`config.mk`:
```
export PLATFORM = sky130hd
export DESIGN_NAME = mr90_queue
export DESIGN_NICKNAME = d
export VERILOG_FILES = /design/src/sv/mr90_pkg.sv /design/src/sv/mr90_queue.sv
export SDC_FILE = /design/constraint.sdc
export NUM_CORES = 1
export LEC_CHECK = 0
export ABC_AREA = 1
export BUFFER_PORTS_ARGS = -buffer_cell sky130_fd_sc_hd__buf_2
export CORE_MARGIN = 4
export CORE_UTILIZATION = 45
export DETAILED_ROUTE_END_ITERATION = 7
export HOLD_SLACK_MARGIN = 0.06
export PLACE_DENSITY_LB_ADDON = 0.05
export SYNTH_ARGS = -nofsm -noshare
export SYNTH_HDL_FRONTEND = slang
export SYNTH_SLANG_ARGS = --single-unit
```
`constraint.sdc`:
```
create_clock -name clk -period 2.6 [get_ports clk]
set_input_delay 0.26 -clock clk [delete_from_list [all_inputs] [get_ports clk]]
set_output_delay 0.26 -clock clk [all_outputs]
set_load 0.005 [all_outputs]
```
`src/sv/mr90_pkg.sv`:
```
`timescale 1ns / 1ps
// ----------------------------------------------------------------------------
// mr90_pkg: shared types and constants of the 90-degree matrix rotator
// Holds the result queue sizing, the size register layout and the structs
// that pass between the front, the store and the result queue.
// ----------------------------------------------------------------------------
package mr90_pkg;

	// Size register layout and its value after reset.
	localparam int CFG_SIZE_W     = 6;
	localparam int CFG_SIZE_RESET = 32;

	// Width of one result element on the output stream.
	localparam int OUT_W = 32;

	// Result queue between the store read and the output stream.
	localparam int QUEUE_DEPTH = 4;
	localparam int QPTR_W      = 2;
	localparam int QCNT_W      = 3;

	// Read request issued by the front, registered alongside the read data.
	typedef struct packed {
		logic valid;
		logic frame_end;
	} rd_req_t;

	// One queued result item.
	typedef struct packed {
		logic             frame_end;
		logic [OUT_W-1:0] value;
	} q_entry_t;

endpackage

```
`src/sv/mr90_queue.sv`:
```
`timescale 1ns / 1ps
// ----------------------------------------------------------------------------
// mr90_queue: result queue and output stream side
// Buffers read results so the input keeps flowing while the output stalls,
// and tells the front whether a new read still has a free slot.
// ----------------------------------------------------------------------------
module mr90_queue (
	input  logic                clk,
	input  logic                arst_n,
	input  logic                pending,
	input  mr90_pkg::q_entry_t  push_data,
	output logic                room,
	output logic                out_valid,
	input  logic                out_ready,
	output mr90_pkg::q_entry_t  out_data
);

	import mr90_pkg::*;

	q_entry_t              slot_q [QUEUE_DEPTH];
	logic [QPTR_W-1:0]     wptr_q, rptr_q;
	logic [QCNT_W-1:0]     count_q;
	logic                  pop;
	logic [QCNT_W:0]       used;

	assign out_valid = (count_q != '0);
	assign out_data  = slot_q[rptr_q];
	assign pop       = out_valid && out_ready;

	// Count the read in flight as taken so its result always finds a slot.
	assign used = {1'b0, count_q} + (QCNT_W + 1)'(pending);
	assign room = used < (QCNT_W + 1)'(QUEUE_DEPTH);

	// Entry storage.
	always_ff @(posedge clk) begin
		if (pending) begin
			slot_q[wptr_q] <= push_data;
		end
	end

	// Pointers and fill count.
	always_ff @(posedge clk or negedge arst_n) begin
		if (!arst_n) begin
			wptr_q  <= '0;
			rptr_q  <= '0;
			count_q <= '0;
		end else begin
			if (pending) begin
				wptr_q <= wptr_q + 1'b1;
			end
			if (pop) begin
				rptr_q <= rptr_q + 1'b1;
			end
			unique case ({pending, pop})
				2'b10:   count_q <= count_q + 1'b1;
				2'b01:   count_q <= count_q - 1'b1;
				default: count_q <= count_q;
			endcase
		end
	end

endmodule

```
==> impl_metrics.xml <==
<?xml version="1.0" encoding="UTF-8"?>
<metrics>
  <group name="final_layout">
    <metric name="most_common_cell_after_layout_fill_and_taps_aside" unit="">edfxtp_1</metric>
    <metric name="syn_to_final_growth" unit="%">23.1</metric>
    <metric name="layout-drive-gt1-share" unit="">0.215</metric>
    <metric name="n_antenna_cell" unit="">0</metric>
    <metric name="most-common-layout-cells" unit="">edfxtp_1, nand2_1, inv_1, buf_2, o211ai_1</metric>
    <metric name="design.final.nets" unit="">589</metric>
  </group>
  <group name="timing">
    <metric name="setup_violators_final" unit="">0</metric>
    <metric name="clock-skew-final" unit="ns">0.00671</metric>
    <metric name="worst_slew_margin_rel" unit="">0.656</metric>
    <metric name="fin_crit_share" unit="">0.839</metric>
    <metric name="setup_tns" unit="ns">0</metric>
    <metric name="worst_pin_slew" unit="ns">0.515</metric>
    <metric name="whs" unit="ns">0.0789</metric>
    <metric name="timing_hold_violations_final" unit="">0</metric>
    <metric name="fin_ws" unit="ns">0.420</metric>
    <metric name="final_slew_violations" unit="">0</metric>
    <metric name="max_clock_freq" unit="MHz">459</metric>
    <metric name="final_min_period" unit="ns">2.18</metric>
    <metric name="rsz0062_at_grt" unit="">no</metric>
  </group>
  <group name="clock_network">
    <metric name="post-cts-setup-buffers" unit="">0</metric>
    <metric name="cts.sink_count" unit="">139</metric>
    <metric name="clk_path_buf_depth" unit="">2</metric>
    <metric name="worst_setup_hold_path_clk_slew" unit="ns">0.06</metric>
    <metric name="cts_tree" unit="">built</metric>
    <metric name="cts_repair_resize_count" unit="">0</metric>
    <metric name="h-tree-depth" unit="">4</metric>
    <metric name="cts-hold-fix-buffers" unit="">22</metric>
    <metric name="clk_root_buffer_cell" unit="">clkbuf_16</metric>
    <metric name="cts_made_buffers" unit="">17</metric>
    <metric name="latest_clock_arrival_within_the_worst_skew_pair" unit="ns">0.40</metric>
  </group>
  <group name="setup_path">
    <metric name="ws_path_type" unit="">flop to output port</metric>
    <metric name="worst-r2r-setup-slack" unit="ns">0.81</metric>
    <metric name="worstPathMaxFanout" unit="">42</metric>
    <metric name="end_of_the_worst_register_to_register_path" unit="">count_q[2]</metric>
    <metric name="r2r_cells" unit="">11</metric>
    <metric name="r2r-start" unit="">count_q[0]</metric>
    <metric name="critical_path.startpoint_type" unit="">flop</metric>
    <metric name="crit_required" unit="ns">2.34</metric>
    <metric name="cp_data_arrival_time" unit="ns">1.92</metric>
    <metric name="endpoint_kind" unit="">output port</metric>
  </group>
  <group name="min_path">
    <metric name="hold_end" unit="">slot_q[1][29]</metric>
    <metric name="worst_hold_path.num_cells" unit="">1</metric>
    <metric name="hold_path.startpoint" unit="">push_data[29]</metric>
    <metric name="worst_hold_path_type" unit="">primary input to flop</metric>
  </group>
  <group name="global_routing">
    <metric name="grt.overflow.total" unit="">0</metric>
    <metric name="first_pass_grt_wire_length" unit="µm">17400</metric>
    <metric name="initial_antenna_violation_count" unit="">0</metric>
    <metric name="grt_start_max_net_pins" unit="">49</metric>
    <metric name="grt_use_total" unit="">0.160</metric>
    <metric name="number_of_global_route_vias_before_repair" unit="">3419</metric>
  </group>
  <group name="floorplanning">
    <metric name="coreArea" unit="µm²">12200</metric>
    <metric name="std_cell_rows" unit="">40</metric>
    <metric name="dieArea" unit="µm²">14500</metric>
    <metric name="initial_core_util" unit="">0.467</metric>
    <metric name="floorplan.die.height" unit="µm">121</metric>
    <metric name="number_of_primary_i_o_pins" unit="">72</metric>
    <metric name="die_x_extent" unit="µm">121</metric>
  </group>
  <group name="power_and_ir_drop">
    <metric name="ir_worst_vdd" unit="V">0.000668</metric>
    <metric name="power.density" unit="nW/µm²">1090</metric>
    <metric name="leakage" unit="nW">2.94</metric>
  </group>
  <group name="synth">
    <metric name="mapped_cell_area" unit="µm²">5700</metric>
    <metric name="synth_adder_area_share" unit="">0.0145</metric>
    <metric name="count_of_unique_library_cells_instantiated_by_yosys" unit="">17</metric>
    <metric name="synth_warnings" unit="">0</metric>
    <metric name="postSynthNetCount" unit="">487</metric>
    <metric name="syn_inst" unit="">444</metric>
    <metric name="synth_xor_area_frac" unit="">0.00307</metric>
    <metric name="synth.avg_cell_area" unit="µm²">12.8</metric>
    <metric name="muxShareOfSynthArea" unit="">0</metric>
    <metric name="synth_seq_cells" unit="">139</metric>
    <metric name="dominant_combinational_cell_family_by_area_after_synthesis" unit="">compound AO/OA/AOI/OAI gates</metric>
    <metric name="synth_compound_gate_area_share" unit="">0.0921</metric>
    <metric name="post_synthesis_simple_gate_area_fraction" unit="">0.0825</metric>
    <metric name="synth.yosys.seq_area_share" unit="">0.726</metric>
  </group>
  <group name="outcome">
    <metric name="outcome" unit="">finished, final reports clean</metric>
  </group>
  <group name="detailed_routing">
    <metric name="remaining_drc_errors" unit="">0</metric>
    <metric name="routed_wire_length_per_instance" unit="µm">14.8</metric>
    <metric name="ant_nets" unit="">0</metric>
    <metric name="vias" unit="">3386</metric>
    <metric name="first_iter_violations" unit="">214</metric>
    <metric name="detail_route.vias_per_cell" unit="">4.66</metric>
    <metric name="detailed_routing_iteration_count_for_the_pre_antenna_repair_pass" unit="">4</metric>
    <metric name="postRouteWirelength" unit="µm">10800</metric>
  </group>
  <group name="placed_design">
    <metric name="post-place-ws" unit="ns">0.810</metric>
    <metric name="dp_hpwl" unit="µm">6340</metric>
    <metric name="io_buffer_count" unit="">71</metric>
    <metric name="place_congestion" unit="">0.715</metric>
  </group>
  <group name="run">
    <metric name="cap_violations" unit="">0</metric>
  </group>
</metrics>
-- flip-flops by register name, summed over array words and instances, names as in the netlist --
signal	count
rptr_q	2
slot_q	132
count_q	3
wptr_q	2
-- layout make-up --
cell class / count / area, µm²
multi-input cells: 199 / 1100
clock buffers: 20 / 437
flip-flops and latches: 139 / 4140
repair buffers: 105 / 718
fillers: 1070 / 5190
clock inverters: 12 / 105
well taps: 168 / 210
inverters: 84 / 318
-- critical path: stages, from the launching register on --
cell,delay [ns]
dfrtp_1,0.41
inv_4,0.33
buf_4,0.36
nand2_1,0.09
o211ai_1,0.10
nand2_1,0.07
buf_2,0.13
-- power breakdown --
group / switching, mW / internal, mW / leakage [nW]
Combinational: 1.50 / 0.906 / 1.37
Clock: 0.830 / 1.38 / 0.271
Sequential: 0.124 / 2.94 / 1.30
Total: 2.46 / 5.23 / 2.94
-- stage by stage --
| stage | area [µm²] | util | power (mW) | instances |
|---|---|---|---|---|
| global placement | 6250 | 0.512 | 5.53 | 672 |
| detailed placement | 6250 | 0.512 | 5.56 | 672 |
| global route | 7020 | 0.575 | 8.22 | 727 |
| finish | 7020 | 0.575 | 7.69 | 727 |
| floorplan | 5700 | - | 4.66 | 444 |
| CTS | 7010 | 0.574 | 7.82 | 726 |
-- cell families (layout without fill, tap and decap cells) --
family,count (synthesis),after routing
DFF,139,139
adders and majority gates,6,6
xor gates and xnor gates,2,2
and+or+nand+nor,123,123
buffers and inverters,106,221
AOI/OAI and AO/OA,68,68
-- cell usage after synthesis --
cell type	instances	area [µm²]
clkbuf_1	5	18.8
buf_2	9	45.0
o21ai_0	2	10.0
ha_1	5	62.6
inv_2	4	15.0
o211ai_1	62	465
nand3_1	5	25.0
buf_6	8	90.1
xnor2_1	1	8.76
o211ai_2	4	50.1
inv_1	80	300
nand2_1	117	439
xor2_1	1	8.76
fa_1	1	20.0
nand4_1	1	6.26
dfrtp_1	7	175
edfxtp_1	132	3960
-- how the worst max path moves through the flow --
stage                          start      endpoint  slack (ns)  cells past startpoint
after floorplan            wptr_q[0]  slot_q[2][0]        0.89                      4
after global placement     rptr_q[0]   out_data[6]        0.86                      6
after detailed placement  count_q[0]    count_q[2]        0.81                     11
after CTS                  rptr_q[0]   out_data[3]        0.38                      6
after global routing       rptr_q[0]   out_data[3]        0.25                      6
final                      rptr_q[0]   out_data[3]        0.42                      6
-- metal layers --
metal,part of all wire,vias to the layer above,track usage
met1,0.44,1573,0.200
met4,0.010,0,0.0616
met3,0.044,10,0.0463
met2,0.50,68,0.263
met5,0,-,0
li1,-,1735,-
(Power assumes the default switching activity.)
