--- src/sv/mr90_pkg.sv ---
`timescale 1ns / 1ps
// ----------------------------------------------------------------------------
// mr90_pkg: shared types and constants of the 90-degree matrix rotator
// Holds the result queue sizing, the size register layout and the structs
// that pass between the front, the store and the result queue.
// ----------------------------------------------------------------------------
package mr90_pkg;

	// Size register layout and its value after reset.
	localparam int CFG_SIZE_W     = 6;
	localparam int CFG_SIZE_RESET = 32;

	// Width of one result element on the output stream.
	localparam int OUT_W = 32;

	// Result queue between the store read and the output stream.
	localparam int QUEUE_DEPTH = 4;
	localparam int QPTR_W      = 2;
	localparam int QCNT_W      = 3;

	// Read request issued by the front, registered alongside the read data.
	typedef struct packed {
		logic valid;
		logic frame_end;
	} rd_req_t;

	// One queued result item.
	typedef struct packed {
		logic             frame_end;
		logic [OUT_W-1:0] value;
	} q_entry_t;

endpackage

--- src/sv/mr90_front.sv ---
`timescale 1ns / 1ps
// ----------------------------------------------------------------------------
// mr90_front: input side of the rotator
// Accepts elements, keeps the write and rotated read positions, writes the
// current bank and issues the read of the previous frame from the other bank.
// ----------------------------------------------------------------------------
module mr90_front #(
	parameter int MAX_SIZE      = 32,
	parameter int ELEMENT_WIDTH = 32,
	parameter int AW            = 11
) (
	input  logic                             clk,
	input  logic                             arst_n,
	// Size register write.
	input  logic                             cfg_we,
	input  logic [mr90_pkg::CFG_SIZE_W-1:0]  cfg_size,
	// Input stream.
	input  logic                             in_valid,
	output logic                             in_ready,
	input  logic [ELEMENT_WIDTH-1:0]         in_data,
	input  logic                             room,
	// Frame store ports.
	output logic                             wr_en,
	output logic [AW-1:0]                    wr_addr,
	output logic [ELEMENT_WIDTH-1:0]         wr_data,
	output logic                             rd_en,
	output logic [AW-1:0]                    rd_addr,
	// Request that travels alongside the read data.
	output mr90_pkg::rd_req_t                req_s1
);

	import mr90_pkg::*;

	localparam int IDXW      = $clog2(MAX_SIZE);
	localparam int BANK      = MAX_SIZE * MAX_SIZE;
	localparam int LAST_RST  = ((CFG_SIZE_RESET < MAX_SIZE) ? CFG_SIZE_RESET : MAX_SIZE) - 1;

	logic [IDXW-1:0] wr_row_q, wr_col_q, rd_row_q, rd_col_q, last_q;
	logic            bank_q, prev_ready_q;
	logic            accept;
	logic [8:0]      size_v;
	logic [IDXW-1:0] last_d;
	logic [IDXW-1:0] src_row;
	logic            rd_end;

	assign in_ready = room;
	assign accept   = in_valid && room;

	// Size in use: zero acts as one, large values saturate to the store side.
	always_comb begin
		size_v = {3'b000, cfg_size};
		if (size_v == 9'd0) begin
			size_v = 9'd1;
		end
		if (size_v > 9'(MAX_SIZE)) begin
			size_v = 9'(MAX_SIZE);
		end
		last_d = IDXW'(size_v - 9'd1);
	end

	// Store addresses: bank offset, row times the row pitch, column.
	assign src_row = last_q - rd_col_q;
	assign rd_end  = (rd_row_q == last_q) && (rd_col_q == last_q);
	assign wr_en   = accept;
	assign wr_data = in_data;
	assign rd_en   = accept && prev_ready_q;
	assign wr_addr = (bank_q ? AW'(BANK) : AW'(0)) + AW'(wr_row_q) * AW'(MAX_SIZE)
		+ AW'(wr_col_q);
	assign rd_addr = (bank_q ? AW'(0) : AW'(BANK)) + AW'(src_row) * AW'(MAX_SIZE)
		+ AW'(rd_row_q);

	// Position counters, bank toggle and frame-ready flag.
	always_ff @(posedge clk or negedge arst_n) begin
		if (!arst_n) begin
			wr_row_q     <= '0;
			wr_col_q     <= '0;
			rd_row_q     <= '0;
			rd_col_q     <= '0;
			last_q       <= IDXW'(LAST_RST);
			bank_q       <= 1'b0;
			prev_ready_q <= 1'b0;
		end else if (cfg_we) begin
			wr_row_q     <= '0;
			wr_col_q     <= '0;
			rd_row_q     <= '0;
			rd_col_q     <= '0;
			last_q       <= last_d;
			prev_ready_q <= 1'b0;
		end else if (accept) begin
			if (prev_ready_q) begin
				if (rd_col_q == last_q) begin
					rd_col_q <= '0;
					rd_row_q <= (rd_row_q == last_q) ? '0 : rd_row_q + 1'b1;
				end else begin
					rd_col_q <= rd_col_q + 1'b1;
				end
			end
			if (wr_col_q == last_q) begin
				wr_col_q <= '0;
				if (wr_row_q == last_q) begin
					wr_row_q     <= '0;
					bank_q       <= ~bank_q;
					prev_ready_q <= 1'b1;
					rd_row_q     <= '0;
					rd_col_q     <= '0;
				end else begin
					wr_row_q <= wr_row_q + 1'b1;
				end
			end else begin
				wr_col_q <= wr_col_q + 1'b1;
			end
		end
	end

	// Read request stage, aligned with the registered store output.
	always_ff @(posedge clk or negedge arst_n) begin
		if (!arst_n) begin
			req_s1 <= '0;
		end else begin
			req_s1.valid     <= rd_en;
			req_s1.frame_end <= rd_end;
		end
	end

endmodule

--- config.mk ---
export PLATFORM = sky130hd
export DESIGN_NAME = mr90_front
export DESIGN_NICKNAME = d
export VERILOG_FILES = /design/src/sv/mr90_pkg.sv /design/src/sv/mr90_front.sv
export SDC_FILE = /design/constraint.sdc
export NUM_CORES = 1
export LEC_CHECK = 0
export CORE_ASPECT_RATIO = 1.75
export CORE_MARGIN = 3
export CORE_UTILIZATION = 44
export CTS_CLUSTER_DIAMETER = 200
export DETAILED_ROUTE_END_ITERATION = 6
export DONT_BUFFER_PORTS = 1
export HOLD_SLACK_MARGIN = 0.08
export SYNTH_ARGS = -nofsm -noshare
export SYNTH_HDL_FRONTEND = slang
export SYNTH_SLANG_ARGS = --single-unit
--- constraint.sdc ---
create_clock -name clk -period 5.4 [get_ports clk]
set_clock_uncertainty 0.2 [all_clocks]
set_input_delay 0.54 -clock clk [delete_from_list [all_inputs] [get_ports clk]]
set_output_delay 0.54 -clock clk [all_outputs]
set_load 0.05 [all_outputs]
==> results.sh <==
export IMPL_status="completed"
export IMPL_p_clk_frac=0.354
export IMPL_htreeDepth=2
export IMPL_grt_use_total=0.172
export IMPL_tightest_slew_ns=1.12
export IMPL_vias=1624
export IMPL_synth_area_leaders="dfrtp_1, buf_4, dfstp_2"
export IMPL_ys_top_cells_by_count="buf_4, a21oi_1, dfrtp_1"
export IMPL_hold_depth=1
export IMPL_fin_crit_sh=0.613
export IMPL_numCtsBuffers=5
export IMPL_total_switching_power_mw=0.160
export IMPL_gr_total_overflow=0
export IMPL_areaGrowthSynthToFinish_pct=-5.61
export IMPL_holdPathEnd="last_q[2]"
export IMPL_die_y_um=100
export IMPL_path_max_fanout=4
export IMPL_cts_hold_buf=2
export IMPL_combPwrFrac=0.178
export IMPL_yosys_warnings=0
export IMPL_maxSlewHeadroom=0.249
export IMPL_die_area_sq_mm=0.00599
export IMPL_synth_fa_ha_area_frac=0.0595
export IMPL_post_cts_buffers=0
export IMPL_fin_nets=276
export IMPL_synth_cell_type_count=47
export IMPL_diodes=0
export IMPL_cap_viol_max_count=0
export IMPL_worstPathArrival_ns=2.57
export IMPL_antenna_found_initial=0
export IMPL_worstSetupStartpointType="flip-flop"
export IMPL_synth_top_cell_by_area="dfrtp_1"
export IMPL_setup_violations=0
export IMPL_fillers=483
export IMPL_grt_pass1_wl_um=7950
export IMPL_synthMuxAreaShare=0.0213
export IMPL_worstHoldPathType="primary input to flip-flop"
export IMPL_ys_seq_area_frac=0.328
export IMPL_rrSetupSlack_ns=2.96
export IMPL_clk_pin_slew_ns=0.07
export IMPL_cpMostUsedCell="inv_1"
export IMPL_place_congestion=0.827
export IMPL_setup_tns_ns=0
export IMPL_grt_max_degree=30
export IMPL_power_frac_seq=0.468
export IMPL_synth_compound_area_frac=0.142
export IMPL_cp_required_ns=4.66
export IMPL_clock_fmax_mhz=302
export IMPL_ys_ff_latch=29
export IMPL_fin_hold_ws_ns=0.112
export IMPL_cp_cell_sequence="inv_1 > ha_1 > fa_1 > inv_1 > a21o_1 > a21oi_1 > xor2_1"
export IMPL_initial_core_util=0.466
export IMPL_p_int_mw=0.358
export IMPL_vias_per_cell=5.91
export IMPL_avgSynthCellArea_sq_um=8.74
export IMPL_insertion_delay_ns=0.28
export IMPL_peakVddDrop_uv=158
export IMPL_synthFlopType="dfrtp_1"
export IMPL_wl_per_cell_um=17.6
export IMPL_pwr_density_cell_mw_per_mm2=246
export IMPL_fp_dieW_um=59.8
export IMPL_r2r_start="last_q[0]"
export IMPL_cts_tree="done"
export IMPL_rsz0062_at_grt="false"
export IMPL_fin_crit_ns=3.31
export IMPL_io_pins=102
export IMPL_worstSetupEndpointType="primary output"
export IMPL_drc=0
export IMPL_async_flop_share=1.00
export IMPL_cpPeakStageDelay_ns=0.79
export IMPL_critPathSlowestCell="xor2_1"
export IMPL_clockBufferDepth=2
export IMPL_drive_gt1_frac=0.117
export IMPL_syn_area_sq_mm=0.00223
export IMPL_first_global_vias=1612
export IMPL_postRouteAntennaNets=0
export IMPL_synth_most_common_cell="buf_4"
export IMPL_routed_wl_um=4830
export IMPL_swShare=0.309
export IMPL_crit_type="flip-flop to primary output"
export IMPL_rows=33
export IMPL_hold_viol=0
export IMPL_rr_worst_depth=8
export IMPL_synthCells=255
export IMPL_dp_hpwl_um=3590
export IMPL_r2r_end="rd_row_q[2]"
export IMPL_synthSimpleGateAreaFrac=0.194
export IMPL_drtIter0Drc=33
export IMPL_synth_top_area_frac=0.269
export IMPL_p_leak_nw=0.833
export IMPL_hold_start="cfg_we"
export IMPL_synth_edf_count=0
export IMPL_power_mw=0.518
export IMPL_port_buffers=0
export IMPL_synth_top_family_by_area="simple AND/OR/NAND/NOR gates"
export IMPL_timing_max_transition_violations_final=0
export IMPL_core_area_sq_mm=0.00479
export IMPL_clkSinkCount=29
export IMPL_cts_root_buf="clkbuf_8"
export IMPL_synthXorXnorAreaFrac=0.0926
export IMPL_cts_resized=0
export IMPL_drt_first_pass_iters=4
export IMPL_synth_nets=308
[critical path: cells and delay by family (launching register included)]
kind,cells,cell delay (ns)
buffers and inverters,2,0.14
XOR/XNOR,1,0.79
AO/OA/AOI/OAI,2,0.17
flip-flops,1,0.58
adder cells (fa/ha/maj),2,0.61
[how the worst max path moves through the flow]
stage               from  cells after the start         end  slack [ns]
6_report       last_q[0]                      7  rd_addr[9]        2.09
3_3_place_gp   last_q[0]                      7  rd_addr[9]        2.40
4_1_cts        last_q[0]                      7  rd_addr[9]        2.06
3_5_place_dp   last_q[0]                      7  rd_addr[9]        2.36
2_1_floorplan  last_q[0]                      7  rd_addr[9]        2.50
5_1_grt        last_q[0]                      7  rd_addr[9]        1.93
[layout make-up]
cell class / instances / area (sq um) / share of cell area
repair buffers: 2 / 30.0 / 0.0143
well taps: 52 / 65.1 / 0.0309
clock buffers: 7 / 86.3 / 0.0410
flip-flops and latches: 29 / 732 / 0.348
inverters: 15 / 56.3 / 0.0268
multi-input cells: 170 / 1130 / 0.539
[metrics by stage]
stage | setup slack, ns | area [sq um] | utilization | std cells
final | 2.09 | 2100 | 0.439 | 275
after global placement | 2.40 | 1990 | 0.415 | 266
after global routing | 1.93 | 2100 | 0.439 | 275
after CTS | 2.06 | 2100 | 0.439 | 275
after floorplan | 2.50 | 2230 | - | 255
after detailed placement | 2.36 | 1990 | 0.415 | 266
[layout by cell type, fill, tap and decap left out, drive strengths merged, types with 3 or more instances in the layout]
master,Yosys,final
or3,3,3
nand4,9,9
dfstp,5,5
a21oi,25,25
xnor2,17,17
dfrtp,24,24
a31oi,4,4
nand3,11,11
o21ai,13,13
nand2,19,19
clkbuf,2,7
ha,9,9
xor2,4,4
inv,15,15
nor4b,3,3
nor2,21,21
mux2,3,3
nor2b,3,3
[cell families after synthesis]
logic type,count (synthesis)
AO/OA/AOI/OAI,52
multiplexers,4
AND/OR/NAND/NOR,83
flip-flops,29
XOR/XNOR,21
buffers and inverters,56
adder cells (fa/ha/maj),10
[power by group through the flow]
stage	logic, mW	registers, mW	clock network (mW)
floorplan	0.151	0.239	0
CTS	0.0938	0.243	0.189
detailed placement	0.0858	0.247	0
global route	0.102	0.244	0.197
global placement	0.0857	0.247	0
finish	0.0922	0.243	0.183
[per-layer routing]
metal | GRT usage | share of wire | vias up
met5 | 0 | 0 | -
met4 | 0.0683 | 0.016 | 0
met3 | 0.0438 | 0.054 | 12
met2 | 0.298 | 0.55 | 40
met1 | 0.193 | 0.38 | 797
li1 | - | - | 775
[registers in the layout, indices dropped and copies added, names as in the netlist]
| signal | count |
|---|---|
| req_s1 | 2 |
| wr_col_q | 5 |
| rd_row_q | 5 |
| bank_q | 1 |
| rd_col_q | 5 |
| wr_row_q | 5 |
| prev_ready_q | 1 |
| last_q | 5 |
No activity file was read; power rests on OpenSTA's default activity.
